--- src/hdl/pwmdw_pkg.sv ---
// Shared types and constants of the PWM divider and wrap solver.
package pwmdw_pkg;

   localparam int unsigned CLK_W   = 28;
   localparam int unsigned FREQ_W  = 16;
   localparam int unsigned DUTY_W  = 16;
   localparam int unsigned DIV_W   = 12;
   localparam int unsigned WRAP_W  = 16;
   localparam int unsigned LEVEL_W = 16;
   localparam int unsigned QUO_W   = 32;
   localparam int unsigned ADDR_W  = 3;

   localparam logic [CLK_W-1:0] CLK_RESET = 28'd125000000;

   localparam logic [QUO_W-1:0] DIV_MIN  = 32'd16;
   localparam logic [QUO_W-1:0] DIV_MAX  = 32'd4096;
   localparam logic [QUO_W-1:0] DIV_MIN5 = 32'd80;
   localparam logic [QUO_W-1:0] DIV_MIN3 = 32'd48;
   localparam logic [QUO_W-1:0] DIV_MIN2 = 32'd32;

   localparam logic [17:0] DUTY_FULL  = 18'd65535;
   localparam logic [17:0] DUTY_FULL2 = 18'd131070;
   localparam logic [17:0] LEVEL_MAX  = 18'd65535;

   localparam logic [1:0] STATUS_OK       = 2'd0;
   localparam logic [1:0] STATUS_TOO_HIGH = 2'd1;
   localparam logic [1:0] STATUS_TOO_LOW  = 2'd2;

   localparam logic REG_SYSTEM_CLOCK_HZ = 1'b0;

   typedef struct packed {
      logic [FREQ_W-1:0] tone_frequency;
      logic [DUTY_W-1:0] duty_value;
   } req_type;

   typedef struct packed {
      logic [DIV_W-1:0]   clock_divider;
      logic [WRAP_W-1:0]  wrap_count;
      logic [LEVEL_W-1:0] compare_level;
      logic [1:0]         status;
   } rsp_type;

   typedef enum logic [2:0] {
      ST_IDLE,
      ST_DIVIDE,
      ST_FACTOR,
      ST_DECIDE,
      ST_FINISH,
      ST_MULTIPLY,
      ST_PUBLISH
   } state_type;

   typedef struct packed {
      logic load;
      logic div_step;
      logic fac_step;
      logic move;
      logic finish;
      logic multiply;
      logic publish;
   } cmd_type;

   typedef struct packed {
      logic freq_zero;
      logic div_last;
      logic fac_last;
      logic can_move;
   } sts_type;

endpackage

--- src/hdl/pwmdw_datapath.sv ---
// Datapath: serial divider, factor trials by five, three and two, range check and compare level.
module pwmdw_datapath #(
   parameter int unsigned WRAP_LIMIT = 65534
) (
   input  logic                      clock,
   input  pwmdw_pkg::req_type        req_data,
   input  logic [pwmdw_pkg::CLK_W-1:0] system_clock_hz,
   input  pwmdw_pkg::cmd_type        cmd,
   output pwmdw_pkg::sts_type        sts,
   output pwmdw_pkg::rsp_type        rsp_data
);
   import pwmdw_pkg::*;

   localparam logic [18:0] LIMIT_V = 19'(WRAP_LIMIT);

   logic [FREQ_W-1:0]  freq_ff;
   logic [DUTY_W-1:0]  duty_ff;
   logic               zero_ff;
   logic [QUO_W-1:0]   quo_ff;
   logic [FREQ_W-1:0]  rem_ff;
   logic [4:0]         bit_cnt_ff;
   logic [QUO_W-1:0]   sh_ff;
   logic [QUO_W-1:0]   q5_ff;
   logic [QUO_W-1:0]   q3_ff;
   logic [2:0]         r5_ff;
   logic [1:0]         r3_ff;
   logic [1:0]         dig_cnt_ff;
   logic [WRAP_W-1:0]  wrap_ff;
   logic [DIV_W-1:0]   res_div_ff;
   logic [WRAP_W-1:0]  res_wrap_ff;
   logic [1:0]         res_status_ff;
   logic [32:0]        prod_ff;
   rsp_type            rsp_ff;

   logic [FREQ_W:0]    div_t;
   logic               div_ge;
   logic [FREQ_W-1:0]  rem_in;
   logic [QUO_W-1:0]   quo_div_in;

   logic [QUO_W-1:0]   q5_in;
   logic [QUO_W-1:0]   q3_in;
   logic [2:0]         r5_in;
   logic [1:0]         r3_in;

   logic [18:0]        wrap5;
   logic [18:0]        wrap3;
   logic [18:0]        wrap2;
   logic               m5;
   logic               m3;
   logic               m2;
   logic [QUO_W-1:0]   quo_move_in;
   logic [WRAP_W-1:0]  wrap_move_in;

   logic [16:0]        wrap_p1;
   logic [16:0]        lvl_q;
   logic [17:0]        lvl_s;
   logic [17:0]        lvl_sum;
   logic [LEVEL_W-1:0] level;

   // One restoring quotient bit per step.
   always_comb begin
      div_t      = {rem_ff, quo_ff[QUO_W-1]};
      div_ge     = div_t >= {1'b0, freq_ff};
      rem_in     = div_ge ? 16'(div_t - {1'b0, freq_ff}) : div_t[FREQ_W-1:0];
      quo_div_in = {quo_ff[QUO_W-2:0], div_ge};
   end

   // Eight bits of long division by five and by three per step.
   always_comb begin
      logic [3:0] t5;
      logic [2:0] t3;
      r5_in = r5_ff;
      r3_in = r3_ff;
      q5_in = q5_ff;
      q3_in = q3_ff;
      for (int i = 0; i < 8; i++) begin
         t5 = {r5_in, sh_ff[QUO_W-1-i]};
         if (t5 >= 4'd5) begin
            r5_in = 3'(t5 - 4'd5);
            q5_in = {q5_in[QUO_W-2:0], 1'b1};
         end else begin
            r5_in = t5[2:0];
            q5_in = {q5_in[QUO_W-2:0], 1'b0};
         end
         t3 = {r3_in, sh_ff[QUO_W-1-i]};
         if (t3 >= 3'd3) begin
            r3_in = 2'(t3 - 3'd3);
            q3_in = {q3_in[QUO_W-2:0], 1'b1};
         end else begin
            r3_in = t3[1:0];
            q3_in = {q3_in[QUO_W-2:0], 1'b0};
         end
      end
   end

   always_comb begin
      wrap5 = {3'd0, wrap_ff} * 19'd5;
      wrap3 = {3'd0, wrap_ff} * 19'd3;
      wrap2 = {2'd0, wrap_ff, 1'b0};
      m5 = (quo_ff >= DIV_MIN5) && (r5_ff == 3'd0) && (wrap5 <= LIMIT_V);
      m3 = (quo_ff >= DIV_MIN3) && (r3_ff == 2'd0) && (wrap3 <= LIMIT_V);
      m2 = (quo_ff >= DIV_MIN2) && (wrap2 <= LIMIT_V);
      if (m5) begin
         quo_move_in  = q5_ff;
         wrap_move_in = wrap5[WRAP_W-1:0];
      end else if (m3) begin
         quo_move_in  = q3_ff;
         wrap_move_in = wrap3[WRAP_W-1:0];
      end else begin
         quo_move_in  = {1'b0, quo_ff[QUO_W-1:1]};
         wrap_move_in = wrap2[WRAP_W-1:0];
      end
   end

   // The product divided by 65535 is its high half plus a correction of at most two.
   always_comb begin
      wrap_p1 = {1'b0, res_wrap_ff} + 17'd1;
      lvl_q   = prod_ff[32:16];
      lvl_s   = {1'b0, lvl_q} + {2'd0, prod_ff[15:0]};
      if (lvl_s >= DUTY_FULL2) begin
         lvl_sum = {1'b0, lvl_q} + 18'd2;
      end else if (lvl_s >= DUTY_FULL) begin
         lvl_sum = {1'b0, lvl_q} + 18'd1;
      end else begin
         lvl_sum = {1'b0, lvl_q};
      end
      level = (lvl_sum > LEVEL_MAX) ? LEVEL_MAX[LEVEL_W-1:0] : lvl_sum[LEVEL_W-1:0];
   end

   always_ff @(posedge clock) begin
      if (cmd.load) begin
         freq_ff    <= req_data.tone_frequency;
         duty_ff    <= req_data.duty_value;
         zero_ff    <= req_data.tone_frequency == '0;
         quo_ff     <= {system_clock_hz, 4'd0};
         rem_ff     <= '0;
         bit_cnt_ff <= '0;
         wrap_ff    <= 16'd1;
      end
      if (cmd.div_step) begin
         quo_ff     <= quo_div_in;
         rem_ff     <= rem_in;
         bit_cnt_ff <= bit_cnt_ff + 5'd1;
      end
      if (cmd.move) begin
         quo_ff  <= quo_move_in;
         wrap_ff <= wrap_move_in;
      end
      if (cmd.div_step || cmd.move) begin
         sh_ff      <= cmd.move ? quo_move_in : quo_div_in;
         r5_ff      <= '0;
         r3_ff      <= '0;
         dig_cnt_ff <= '0;
      end else if (cmd.fac_step) begin
         sh_ff      <= {sh_ff[QUO_W-9:0], 8'd0};
         q5_ff      <= q5_in;
         q3_ff      <= q3_in;
         r5_ff      <= r5_in;
         r3_ff      <= r3_in;
         dig_cnt_ff <= dig_cnt_ff + 2'd1;
      end
      if (cmd.finish) begin
         if (zero_ff) begin
            res_div_ff    <= '0;
            res_wrap_ff   <= '0;
            res_status_ff <= STATUS_TOO_LOW;
         end else if (quo_ff < DIV_MIN) begin
            res_div_ff    <= '0;
            res_wrap_ff   <= '0;
            res_status_ff <= STATUS_TOO_HIGH;
         end else if (quo_ff >= DIV_MAX) begin
            res_div_ff    <= '0;
            res_wrap_ff   <= '0;
            res_status_ff <= STATUS_TOO_LOW;
         end else begin
            res_div_ff    <= quo_ff[DIV_W-1:0];
            res_wrap_ff   <= wrap_ff;
            res_status_ff <= STATUS_OK;
         end
      end
      if (cmd.multiply) begin
         prod_ff <= {17'd0, duty_ff} * {16'd0, wrap_p1};
      end
      if (cmd.publish) begin
         rsp_ff.clock_divider <= res_div_ff;
         rsp_ff.wrap_count    <= res_wrap_ff;
         rsp_ff.compare_level <= level;
         rsp_ff.status        <= res_status_ff;
      end
   end

   assign sts.freq_zero = zero_ff;
   assign sts.div_last  = bit_cnt_ff == 5'd31;
   assign sts.fac_last  = dig_cnt_ff == 2'd3;
   assign sts.can_move  = m5 || m3 || m2;
   assign rsp_data      = rsp_ff;

endmodule

--- src/hdl/pwmdw_controller.sv ---
// Controller: sequences the divide, the factor trials and the result transfer.
module pwmdw_controller (
   input  logic               clock,
   input  logic               reset,
   input  logic               req_valid,
   output logic               req_ready,
   output logic               rsp_valid,
   input  logic               rsp_ready,
   input  pwmdw_pkg::sts_type sts,
   output pwmdw_pkg::cmd_type cmd
);
   import pwmdw_pkg::*;

   state_type state_ff;
   state_type state_in;
   logic      rsp_valid_ff;
   logic      rsp_valid_in;

   always_ff @(posedge clock) begin
      if (reset) begin
         state_ff     <= ST_IDLE;
         rsp_valid_ff <= 1'b0;
      end else begin
         state_ff     <= state_in;
         rsp_valid_ff <= rsp_valid_in;
      end
   end

   always_comb begin
      cmd       = '0;
      state_in  = state_ff;
      req_ready = 1'b0;
      case (state_ff)
         ST_IDLE: begin
            req_ready = 1'b1;
            if (req_valid) begin
               cmd.load = 1'b1;
               state_in = ST_DIVIDE;
            end
         end
         ST_DIVIDE: begin
            if (sts.freq_zero) begin
               state_in = ST_FINISH;
            end else begin
               cmd.div_step = 1'b1;
               if (sts.div_last) begin
                  state_in = ST_FACTOR;
               end
            end
         end
         ST_FACTOR: begin
            cmd.fac_step = 1'b1;
            if (sts.fac_last) begin
               state_in = ST_DECIDE;
            end
         end
         ST_DECIDE: begin
            if (sts.can_move) begin
               cmd.move = 1'b1;
               state_in = ST_FACTOR;
            end else begin
               state_in = ST_FINISH;
            end
         end
         ST_FINISH: begin
            cmd.finish = 1'b1;
            state_in   = ST_MULTIPLY;
         end
         ST_MULTIPLY: begin
            cmd.multiply = 1'b1;
            state_in     = ST_PUBLISH;
         end
         ST_PUBLISH: begin
            if (!rsp_valid_ff || rsp_ready) begin
               cmd.publish = 1'b1;
               state_in    = ST_IDLE;
            end
         end
         default: begin
            state_in = ST_IDLE;
         end
      endcase
      if (cmd.publish) begin
         rsp_valid_in = 1'b1;
      end else if (rsp_ready) begin
         rsp_valid_in = 1'b0;
      end else begin
         rsp_valid_in = rsp_valid_ff;
      end
   end

   assign rsp_valid = rsp_valid_ff;

endmodule

--- src/hdl/pwm_divider_wrap_solver_top.sv ---
// Top level of the PWM divider and wrap solver with its register port.
//
// For each tone frequency and duty value transferred in, the block returns one result: the
// clock divider in 8.4 form, the wrap count, the compare level and a status. The divider
// 16*system_clock_hz/tone_frequency is formed one quotient bit a cycle; then each factor
// trial runs byte-serial division by five and three over four bytes and then decides, with
// at most 16 trials; the range check, the compare multiply and the result register follow,
// and then the idle state. A zero frequency skips the divide and the factor trials. A new
// item is taken only after the previous one has reached the result register, where it waits
// to be taken. The system clock register sits at byte address 0; the user must write it only
// while the block is idle, and the block itself does not enforce this.
module pwm_divider_wrap_solver_top #(
   parameter int unsigned WRAP_LIMIT = 65534
) (
   input  logic                         clock,
   input  logic                         reset,
   input  logic                         req_valid,
   output logic                         req_ready,
   input  pwmdw_pkg::req_type           req_data,
   output logic                         rsp_valid,
   input  logic                         rsp_ready,
   output pwmdw_pkg::rsp_type           rsp_data,
   input  logic                         csr_psel,
   input  logic                         csr_penable,
   input  logic                         csr_pwrite,
   input  logic [pwmdw_pkg::ADDR_W-1:0] csr_paddr,
   input  logic [31:0]                  csr_pwdata,
   output logic [31:0]                  csr_prdata,
   output logic                         csr_pready
);
   import pwmdw_pkg::*;

   logic [CLK_W-1:0] system_clock_hz_ff;
   logic             csr_hit;
   cmd_type          cmd;
   sts_type          sts;

   assign csr_hit    = csr_paddr[ADDR_W-1] == REG_SYSTEM_CLOCK_HZ;
   assign csr_pready = 1'b1;
   assign csr_prdata = csr_hit ? {4'd0, system_clock_hz_ff} : 32'd0;

   always_ff @(posedge clock) begin
      if (reset) begin
         system_clock_hz_ff <= CLK_RESET;
      end else if (csr_psel && csr_penable && csr_pwrite && csr_hit) begin
         system_clock_hz_ff <= csr_pwdata[CLK_W-1:0];
      end
   end

   pwmdw_controller u_controller (
      .clock     (clock),
      .reset     (reset),
      .req_valid (req_valid),
      .req_ready (req_ready),
      .rsp_valid (rsp_valid),
      .rsp_ready (rsp_ready),
      .sts       (sts),
      .cmd       (cmd)
   );

   pwmdw_datapath #(
      .WRAP_LIMIT (WRAP_LIMIT)
   ) u_datapath (
      .clock           (clock),
      .req_data        (req_data),
      .system_clock_hz (system_clock_hz_ff),
      .cmd             (cmd),
      .sts             (sts),
      .rsp_data        (rsp_data)
   );

endmodule
--- config.mk ---
export PLATFORM = sky130hd
export DESIGN_NAME = pwm_divider_wrap_solver_top
export DESIGN_NICKNAME = d
export VERILOG_FILES = /design/src/hdl/pwmdw_pkg.sv /design/src/hdl/pwmdw_datapath.sv /design/src/hdl/pwmdw_controller.sv /design/src/hdl/pwm_divider_wrap_solver_top.sv
export SDC_FILE = /design/constraint.sdc
export NUM_CORES = 1
export LEC_CHECK = 0
export BUFFER_PORTS_ARGS = -buffer_cell sky130_fd_sc_hd__buf_4
export CORE_ASPECT_RATIO = 1.2
export CORE_MARGIN = 2
export CORE_UTILIZATION = 65
export DETAILED_ROUTE_END_ITERATION = 12
export HOLD_SLACK_MARGIN = 0.05
export MAX_ROUTING_LAYER = met4
export PLACE_DENSITY = 0.84
export SLEW_MARGIN = 0
export SYNTH_ARGS = -nofsm -noshare
export SYNTH_HDL_FRONTEND = slang
export SYNTH_HIERARCHICAL = 1
export SYNTH_SLANG_ARGS = --single-unit
--- constraint.sdc ---
create_clock -name clock -period 12.62 [get_ports clock]
set_input_delay 2.524 -clock clock [delete_from_list [all_inputs] [get_ports clock]]
set_output_delay 2.524 -clock clock [all_outputs]
set_load 0.03 [all_outputs]
; After elaboration in Yosys (flattened, before gate mapping)
; Index checks and enable logic that the tools add are counted.
[word_totals]
reg_bits = 346
input_bits = 74
output_inout_bits = 81
elab_cells = 192
[op_classes]
add_sub_neg = 23
mul = 3
order_cmp = 28
n_eq_ne = 12
muxes = 75
bitwise = 2
n_reduce_logical = 25
[ops]
columns = op, count
row1 = two-way mux 32 bit, 8
row2 = two-way mux 16 bit, 7
row3 = ">= comparator 32 x 6 -> 1 bit, second input constant", 2
row4 = two-way mux 3 bit, 14
row5 = two-way mux 18 bit, 2
row6 = multiplier 16 x 17 -> 33 bit, 1
row7 = ">= comparator 32 x 13 -> 1 bit, second input constant", 1
row8 = ">= comparator 32 x 7 -> 1 bit, second input constant", 1
row9 = ">= comparator 4 x 3 -> 1 bit, second input constant", 8
row10 = "< comparator 32 x 5 -> 1 bit, second input constant", 1
row11 = two-way mux 1 bit, 30
row12 = two-way mux 28 bit, 1
row13 = ">= comparator 3 x 2 -> 1 bit, second input constant", 8
row14 = "subtractor 3 bit, second input constant", 8
row15 = case mux 3 bit (7 select lines), 1
row16 = two-way mux 2 bit, 10
row17 = "<= comparator 19 x 16 -> 1 bit, second input constant", 1
row18 = "multiplier 16 x 3 -> 19 bit, second input constant", 1
row19 = "adder 17 x 1 -> 18 bit, second input constant", 1
row20 = adder 17 x 16 -> 18 bit, 1
row21 = "adder 17 x 2 -> 18 bit, second input constant", 1
row22 = ">= comparator 18 x 16 -> 1 bit, second input constant", 1
row23 = ">= comparator 18 x 17 -> 1 bit, second input constant", 1
row24 = "> comparator 18 x 16 -> 1 bit, second input constant", 1
row25 = 30 further kinds, 57

; Longest topological paths before layout
; Gate-level depths: netlist of the first run.
[depth]
word_depth = 16
depth_mapped = 42
depth_no_buf = 41

; Cells and area by module
; Netlist of the first run, hierarchy kept.
[by_module_without_submodules]
columns = module, instances, cells_each, area_each_um2, seq_area_each_um2
row1 = pwmdw_datapath, 1, 2553, 26150.1, 9359.0
row2 = pwm_divider_wrap_solver_top, 1, 160, 1448.9, 560.5
row3 = pwmdw_controller, 1, 43, 355.3, 80.1

; Worst setup path after synthesis of the first run
; No wires, ideal clock.
[synth_timing]
path_kind = register to register
start = reg u_datapath.sh_ff[31]
end = reg u_datapath.r5_ff[1]
setup_ns = 0.070
arrival_ns = 8.055
t_required_ns = 12.550
slack_ns = 4.495
path_stages_with_launch = 43
path_buffers = 1
period_less_slack_ns = 8.125
path_cell_list = edfxtp_1 -> clkbuf_1 -> inv_1 -> ha_1 -> nand2b_1 -> a21o_1 -> xnor2_1 -> ha_1 -> inv_1 -> nor2_1 -> o31ai_2 -> xnor2_1 -> ha_1 -> nor2b_1 -> or4b_1 -> o31a_1 -> o21a_4 -> xnor2_1 -> [... 7 more ...] -> a31oi_2 -> xnor2_1 -> ha_1 -> nor2b_1 -> o211ai_4 -> xnor2_1 -> ha_1 -> nand2b_1 -> a21o_1 -> xnor2_1 -> ha_1 -> inv_1 -> nor2_1 -> o211ai_1 -> mux2_4 -> o31ai_4 -> mux2_2 -> a21oi_1
[synth_via]
elab_chain_len = 16
word_cells_on_any_way = 24
classes_between = add/sub (8) / order compare (8) / mux (8)
[synth_rtl]
columns = element, line
row1 = "start, declared", pwmdw_datapath.sv:22  ; logic [QUO_W-1:0] sh_ff;
row2 = "start signal, assigned", pwmdw_datapath.sv:150  ; sh_ff <= cmd.move ? quo_move_in : quo_div_in;
row3 = "start signal, assigned", pwmdw_datapath.sv:155  ; sh_ff <= {sh_ff[QUO_W-9:0], 8'd0};
row4 = >= comparator 4 x 3 -> 1 bit or subtractor 3 bit (tied branches), "pwmdw_datapath.sv:78, pwmdw_datapath.sv:79"
row5 = two-way mux 3 bit *, pwmdw_datapath.sv:78  ; if (t5 >= 4'd5) begin
row6 = >= comparator 4 x 3 -> 1 bit or subtractor 3 bit (tied branches), "pwmdw_datapath.sv:78, pwmdw_datapath.sv:79"
row7 = two-way mux 3 bit *, pwmdw_datapath.sv:78
row8 = >= comparator 4 x 3 -> 1 bit or subtractor 3 bit (tied branches), "pwmdw_datapath.sv:78, pwmdw_datapath.sv:79"
row9 = two-way mux 3 bit *, pwmdw_datapath.sv:78
row10 = >= comparator 4 x 3 -> 1 bit or subtractor 3 bit (tied branches), "pwmdw_datapath.sv:78, pwmdw_datapath.sv:79"
row11 = two-way mux 3 bit *, pwmdw_datapath.sv:78
row12 = >= comparator 4 x 3 -> 1 bit or subtractor 3 bit (tied branches), "pwmdw_datapath.sv:78, pwmdw_datapath.sv:79"
row13 = two-way mux 3 bit *, pwmdw_datapath.sv:78
row14 = >= comparator 4 x 3 -> 1 bit or subtractor 3 bit (tied branches), "pwmdw_datapath.sv:78, pwmdw_datapath.sv:79"
row15 = two-way mux 3 bit *, pwmdw_datapath.sv:78
row16 = >= comparator 4 x 3 -> 1 bit or subtractor 3 bit (tied branches), "pwmdw_datapath.sv:78, pwmdw_datapath.sv:79"
row17 = two-way mux 3 bit *, pwmdw_datapath.sv:78
row18 = >= comparator 4 x 3 -> 1 bit or subtractor 3 bit (tied branches), "pwmdw_datapath.sv:78, pwmdw_datapath.sv:79"
row19 = two-way mux 3 bit *, pwmdw_datapath.sv:78
row20 = "end signal, assigned", pwmdw_datapath.sv:158  ; r5_ff <= r5_in;
row21 = "end, declared", pwmdw_datapath.sv:25  ; logic [2:0] r5_ff;
; Mark *: on every way between the ends. The rest lies on a longest branch, timed or not.
; A chain may end at the register's enable or synchronous reset.

; Worst setup path in the final report of the first run
; Ends and elaborated chain as after synthesis.

==> results of run 1 <==
[worst max-delay path: cells and delay by family (launching register included)]
| kind | cells | cell delay (ns) |
|---|---|---|
| multiplexers | 2 | 0.66 |
| buffers and inverters | 4 | 0.43 |
| adder cells (fa/ha/maj) | 8 | 2.08 |
| XOR/XNOR | 7 | 2.07 |
| AND/OR/NAND/NOR | 9 | 1.76 |
| AO/OA/AOI/OAI | 11 | 1.71 |
| flip-flops | 1 | 0.58 |
[through the flow]
| stage | setup slack (ns) | instances | utilization [%] | hold slack, ns | instance area, um2 |
|---|---|---|---|---|---|
| 3_5_place_dp | 3.367 | 3365 | 69.22 | 0.4045 | 29470 |
| 6_report | 3.260 | 3435 | 72.18 | 0.4169 | 30730 |
| 5_1_grt | 2.393 | 3435 | 72.18 | 0.4248 | 30730 |
| 3_3_place_gp | 3.915 | 3365 | 69.22 | 0.4022 | 29470 |
| 4_1_cts | 3.270 | 3433 | 72.17 | 0.4161 | 30730 |
| 2_1_floorplan | 4.495 | 2759 | - | 0.4003 | 27970 |
[state kept, by name (all words and copies together), names as in the netlist, 2 cells and up]
register                  cells
system_clock_hz_ff           28
u_datapath/r3_ff              2
u_datapath/wrap_ff           16
u_datapath/rsp_data          46
u_datapath/q3_ff             32
u_datapath/bit_cnt_ff         5
u_datapath/freq_ff           16
u_datapath/rem_ff            16
u_datapath/quo_ff            32
u_datapath/sh_ff             32
u_datapath/res_status_ff      2
u_datapath/prod_ff           33
u_datapath/res_wrap_ff       16
u_controller/state_ff         3
u_datapath/r5_ff              3
u_datapath/q5_ff             32
u_datapath/res_div_ff        12
u_datapath/dig_cnt_ff         2
u_datapath/duty_ff           16
[cell type report]
class	count	area [um2]	area share, %
Multi-Input combinational cell	1935	16130	52.48
Sequential cell	346	10000	32.54
Inverter	358	1346	4.380
Timing Repair Buffer	174	1306	4.250
Clock buffer	44	972.2	3.163
Tap cell	552	690.7	2.247
Clock inverter	24	284.0	0.9241
Antenna cell	2	5.005	0.01628
[logic make-up (layout without fill, tap and decap cells)]
family                   Yosys count  count (layout)
flip-flops                       346             346
other                              2               7
multiplexers                      76              76
AND/OR/NAND/NOR                  846             846
XOR/XNOR                         108             108
AO/OA/AOI/OAI                    474             474
buffers and inverters            478             600
adder cells (fa/ha/maj)          426             426
[cells in the mapped netlist, types with 14 or more instances]
cell type and count:
dfxtp_1 39, a31oi_1 19, nand2_1 324, nand2b_1 46, and2_1 103, a21oi_1 104
a211o_1 14, xor2_1 43, edfxtp_1 307, o21bai_1 18, a21o_1 36, and3_1 46
nor4_1 16, nand4_1 20, nand3_1 52, mux2i_1 65, nor3_1 21, nor2_1 113
nor2b_1 61, o211ai_1 15, o211a_1 46, inv_1 353, o21ai_1 18, ha_1 214
clkbuf_1 90, o21ai_0 105, fa_1 212, xnor2_1 65
[layer usage]
| metal | GRT usage (%) | vias to the layer above | wire length (um) |
|---|---|---|---|
| li1 | - | 9580 | - |
| met1 | 35.08 | 10271 | 24810 |
| met2 | 57.30 | 900 | 36510 |
| met3 | 4.788 | 282 | 4281 |
| met4 | 20.25 | 0 | 4743 |
| met5 | - | - | 0 |
[worst paths after layout]
| kind | slack, ns | cells past startpoint | startpoint | to |
|---|---|---|---|---|
| setup reg to reg | 3.26 | 41 | u_datapath/sh_ff[31] | u_datapath/r5_ff[1] |
| setup / recovery | 3.26 | 41 | u_datapath/sh_ff[31] | u_datapath/r5_ff[1] |
| hold / removal | 0.42 | 0 | u_datapath/res_div_ff[6] | u_datapath/rsp_data[40] |
| hold reg to reg | 0.42 | 0 | u_datapath/res_div_ff[6] | u_datapath/rsp_data[40] |
==> metrics, run 1 <==
Worst EP arrival 9.86 ns; Setup Buffers After CTS 0; Chip Width 193.3 um; vias in the first global route 22098; crit path time final 9.360 ns; total negative slack 0 ns; status finished, final reports clean; Synth Register Bits 346; post-route clock period utilization 74.17%; Async S/R FF share, synth 0%; Synth Instances 2756; CP Capture Type register; area delta synth->final 9.945%; initial antenna violation count 1; worst-skew pair later-pin latency 0.59 ns; xor/xnor share of the synthesized area 3.384%; Post-Synth Adder-Cell Area 24.76%; Setup Viol. Count Final 0; DPL Wire Length 52140 um; slowest stage delay, CP 0.58 ns; htree depth 2; mux cell area share after synthesis 2.847%; GP Congestion 0.9413; Setup Skew 0.02802 ns; Synth top area share 32.98%; Mean Syn Cell Area 10.14 um2; largest net degree at the start of global routing 84; die height 231.2 um; most frequent cells in the layout inv_1 (352), nand2_1 (324), edfxtp_1 (307); dominant cell type by count on the critical path ha_1; Final Slew Violations 0; Yosys cell types 90; post-route ant nets 0; largest family of logic cells by synthesized area adder cells; GRT Total Usage 32.72%; final WL 70350 um; number of remaining DRC errors 0; Worst slew margin 19.33%; per-cell routed wire length 20.48 um; cts repair resizes 0; core footprint 42580 um2; Simple-Gate Fraction of Synth Area 14.83%; hold buffers post-CTS 0; die area 44690 um2; Max Cap Viol 0; number of I/O port buffers 143; post-synthesis sequential area ratio 35.77%; Post-synth EDFFs 307; ys flop type edfxtp_1; starting density of the core 65.65%; yosys warns 6; DRC marker count from the first detailed-route iteration 1573; worst hold path type reg -> reg; clock tree buffer depth 3; Vias/cell 6.123; Compound-Gate Fraction of Synth Area 11.57%; TritonCTS clock tree yes; Clock transition at path regs 0.06 ns; Nets 3352; Crit path required time 13.12 ns; top post-synthesis cells by area edfxtp_1 (33%), fa_1 (15%), ha_1 (9.6%), inv_1 (4.7%), nand2_1 (4.4%); total vias in the final route 21033; grt ovf 0; Achievable Freq 0.1068 GHz; drt pass-1 iters 6; clock sinks 346; Yosys top cell by area edfxtp_1; slowest CP cell edfxtp_1; Hold Violations, Final 0; CP Class reg -> reg; RSZ-0062 raised after global routing no; Syn Std Cell Area 27950 um2; fillers 2982; Ports 155; commonest non-fill, non-tap cell in the layout inv_1; first-pass GRT wire length 112800 um; startpoint types register; crit path max fanout 12; CTS buffer count 37; Root Buffer clkbuf_16; share of layout cells above drive strength 1 9.892%; Worst Tran Pin Value 1.176 ns; # rows 83
Power of run 1 is not shown: default switching activity piles up to over one toggle a cycle in this logic, so the estimate is an artifact.
==> run 2: changes to the inputs <==
ABC_AREA = 1   (was unset)
CORE_UTILIZATION = 63   (was 65)
PLACE_DENSITY = 0.82   (was 0.84)
clock period = 9.4 ns   (was 12.62 ns; I/O delays follow)
==> metrics, run 2 <==
total vias in the final route 23150 (was 21033); Synth top area share 31.83% (was 32.98%); slowest stage delay, CP 0.54 ns (was 0.58 ns); largest net degree at the start of global routing 70 (was 84); startpoint types register (unchanged); TritonCTS clock tree yes (unchanged); ys flop type edfxtp_1 (unchanged); htree depth 2 (unchanged); WHS Endpoint u_datapath/rsp_data[36] (was u_datapath/rsp_data[40]); CP top delay family adder cells (unchanged); CTS buffer count 39 (was 37); crit path max fanout 13 (was 12); Yosys top cell by area edfxtp_1 (unchanged); per-cell routed wire length 17.69 um (was 20.48 um); R2R cell count 42 (was 41); total negative slack 0 ns (unchanged); worst reg2reg startpoint u_datapath/res_wrap_ff[1] (was u_datapath/sh_ff[31]); yosys warns 6 (unchanged); CP Capture Type register (unchanged); Nets 3986 (was 3352); Compound-Gate Fraction of Synth Area 4.916% (was 11.57%); Final Slew Violations 0 (unchanged); DRC marker count from the first detailed-route iteration 1718 (was 1573); Worst slew margin 26.88% (was 19.33%); commonest non-fill, non-tap cell in the layout nand2_1 (was inv_1); Chip Width 199.7 um (was 193.3 um); clock tree buffer depth 3 (unchanged); Max Cap Viol 0 (unchanged); largest family of logic cells by synthesized area adder cells (unchanged); number of I/O port buffers 143 (unchanged); Post-Synth Adder-Cell Area 23.90% (was 24.76%); dominant cell type by count on the critical path inv_1 (was ha_1); antenna cells 0 (was 2); # rows 86 (was 83); GP Congestion 0.9945 (was 0.9413); Syn Std Cell Area 28960 um2 (was 27950 um2); clock sinks 346 (unchanged); first-pass GRT wire length 115700 um (was 112800 um); Root Buffer clkbuf_16 (unchanged); Worst EP arrival 8.80 ns (was 9.86 ns); Achievable Freq 0.1179 GHz (was 0.1068 GHz); post-route ant nets 0 (unchanged); share of layout cells above drive strength 1 10.78% (was 9.892%); Setup Buffers After CTS 0 (unchanged); area delta synth->final 10.35% (was 9.945%); CP Class reg -> reg (unchanged); Worst Tran Pin Value 1.094 ns (was 1.176 ns); hold buffers post-CTS 0 (unchanged); Synth Register Bits 346 (unchanged); GRT Total Usage 32.28% (was 32.72%); Crit path required time 9.72 ns (was 13.12 ns); initial antenna violation count 0 (was 1); top post-synthesis cells by area edfxtp_1 (32%), fa_1 (15%), nand2_1 (10%), ha_1 (9.2%), inv_1 (7.7%) (was edfxtp_1 (33%), fa_1 (15%), ha_1 (9.6%), inv_1 (4.7%), nand2_1 (4.4%)); most frequent cells in the layout nand2_1 (806), inv_1 (590), edfxtp_1 (307) (was inv_1 (352), nand2_1 (324), edfxtp_1 (307)); number of remaining DRC errors 0 (unchanged); Vias/cell 5.601 (was 6.123); DPL Wire Length 54810 um (was 52140 um); max reg flops 46 (unchanged); vias in the first global route 22857 (was 22098); post-route clock period utilization 90.23% (was 74.17%); die height 238.9 um (was 231.2 um); worst hold path type reg -> reg (unchanged); worst-skew pair later-pin latency 0.58 ns (was 0.59 ns); xor/xnor share of the synthesized area 3.080% (was 3.384%); Min-Delay Path Depth 0 (unchanged); Simple-Gate Fraction of Synth Area 23.86% (was 14.83%); RSZ-0062 raised after global routing no (unchanged); reg-to-reg endpoint u_datapath/prod_ff[31] (was u_datapath/r5_ff[1]); Async S/R FF share, synth 0% (unchanged); R2R Setup Slk 0.92 ns (was 3.26 ns); starting density of the core 63.48% (was 65.65%); Clock transition at path regs 0.05 ns (was 0.06 ns); top cells by count, synth nand2_1 (806), inv_1 (591), edfxtp_1 (307), nor2_1 (286), nand3_1 (259) (was inv_1 (353), nand2_1 (324), edfxtp_1 (307), ha_1 (214), fa_1 (212)); hold path start u_datapath/res_div_ff[2] (was u_datapath/res_div_ff[6]); Hold Violations, Final 0 (unchanged); Synth Instances 3383 (was 2756); drt pass-1 iters 6 (unchanged); Setup Viol. Count Final 0 (unchanged); Post-synth EDFFs 307 (unchanged); most common cell in the netlist nand2_1 (was inv_1); core footprint 45620 um2 (was 42580 um2); final WL 73120 um (was 70350 um); crit path time final 8.482 ns (was 9.360 ns); Ports 155 (unchanged); Yosys cell types 61 (was 90); Setup Skew 0.02710 ns (was 0.02802 ns); slowest CP cell fa_1 (was edfxtp_1); post-synthesis sequential area ratio 34.53% (was 35.77%); cts repair resizes 0 (unchanged); Worst Path Buf+Inv 10 (was 4); grt ovf 0 (unchanged); die area 47710 um2 (was 44690 um2); Mean Syn Cell Area 8.561 um2 (was 10.14 um2); mux cell area share after synthesis 0% (was 2.847%); status finished, final reports clean (unchanged)
## run 2: cell type report
cell class                 count  area (um2)
clock inverter                27       422.9
tap                          616       770.7
timing repair buffer         165        1251
clock buffer                  45        1018
sequential                   346       10000
inverter                     607        2283
multi-input combinational   2327       16210
fill                        3537       13660
## run 2: per-layer routing
layer | vias up | track usage, % | share of wire [%]
li1 | 10961 | - | -
met1 | 10862 | 36.22 | 36
met2 | 1020 | 54.99 | 50
met3 | 307 | 4.557 | 7.4
met4 | 0 | 18.63 | 6.7
met5 | - | - | 0
## run 2: worst max path at each step
stage / start / to / slack (ns) / cells after the start
floorplan: u_datapath/res_wrap_ff[0] / u_datapath/prod_ff[31] / 1.97 / 37
global placement: u_datapath/res_wrap_ff[1] / u_datapath/prod_ff[32] / 1.15 / 42
detailed placement: u_datapath/res_wrap_ff[1] / u_datapath/prod_ff[31] / 1.01 / 42
CTS: u_datapath/res_wrap_ff[1] / u_datapath/prod_ff[31] / 1.00 / 42
global route: u_datapath/res_wrap_ff[2] / u_datapath/prod_ff[31] / 0.29 / 41
finish: u_datapath/res_wrap_ff[1] / u_datapath/prod_ff[31] / 0.92 / 42
## run 2: worst reg2reg max path, delay by kind of cell (launching register included)
| kind | cells | cell delay (ns) |
|---|---|---|
| fa+ha+maj | 8 | 3.67 |
| compound gates | 10 | 1.89 |
| simple gates | 14 | 1.21 |
| buf+inv | 10 | 1.04 |
| flops | 1 | 0.43 |
## run 2: logic make-up (layout without fill, tap and decap cells)
family                     Yosys count  after routing
other                                2              5
DFF                                346            346
adders and majority gates          426            426
AOI/OAI and AO/OA                  239            239
xor gates and xnor gates           101            101
and+or+nand+nor                   1556           1556
buffers and inverters              713            844
## run 2: per-stage QoR
stage	area, um2	worst slack, ns	hold slack (ns)	std cells	util, %
6_report	31960	0.9181	0.4238	4133	70.05
2_1_floorplan	28970	1.965	0.4003	3386	-
4_1_cts	31960	1.004	0.4258	4133	70.05
3_5_place_dp	30520	1.013	0.4045	4061	66.89
5_1_grt	31960	0.2930	0.4259	4133	70.05
3_3_place_gp	30520	1.155	0.4012	4061	66.89
Power of run 2 is left out for the same reason.
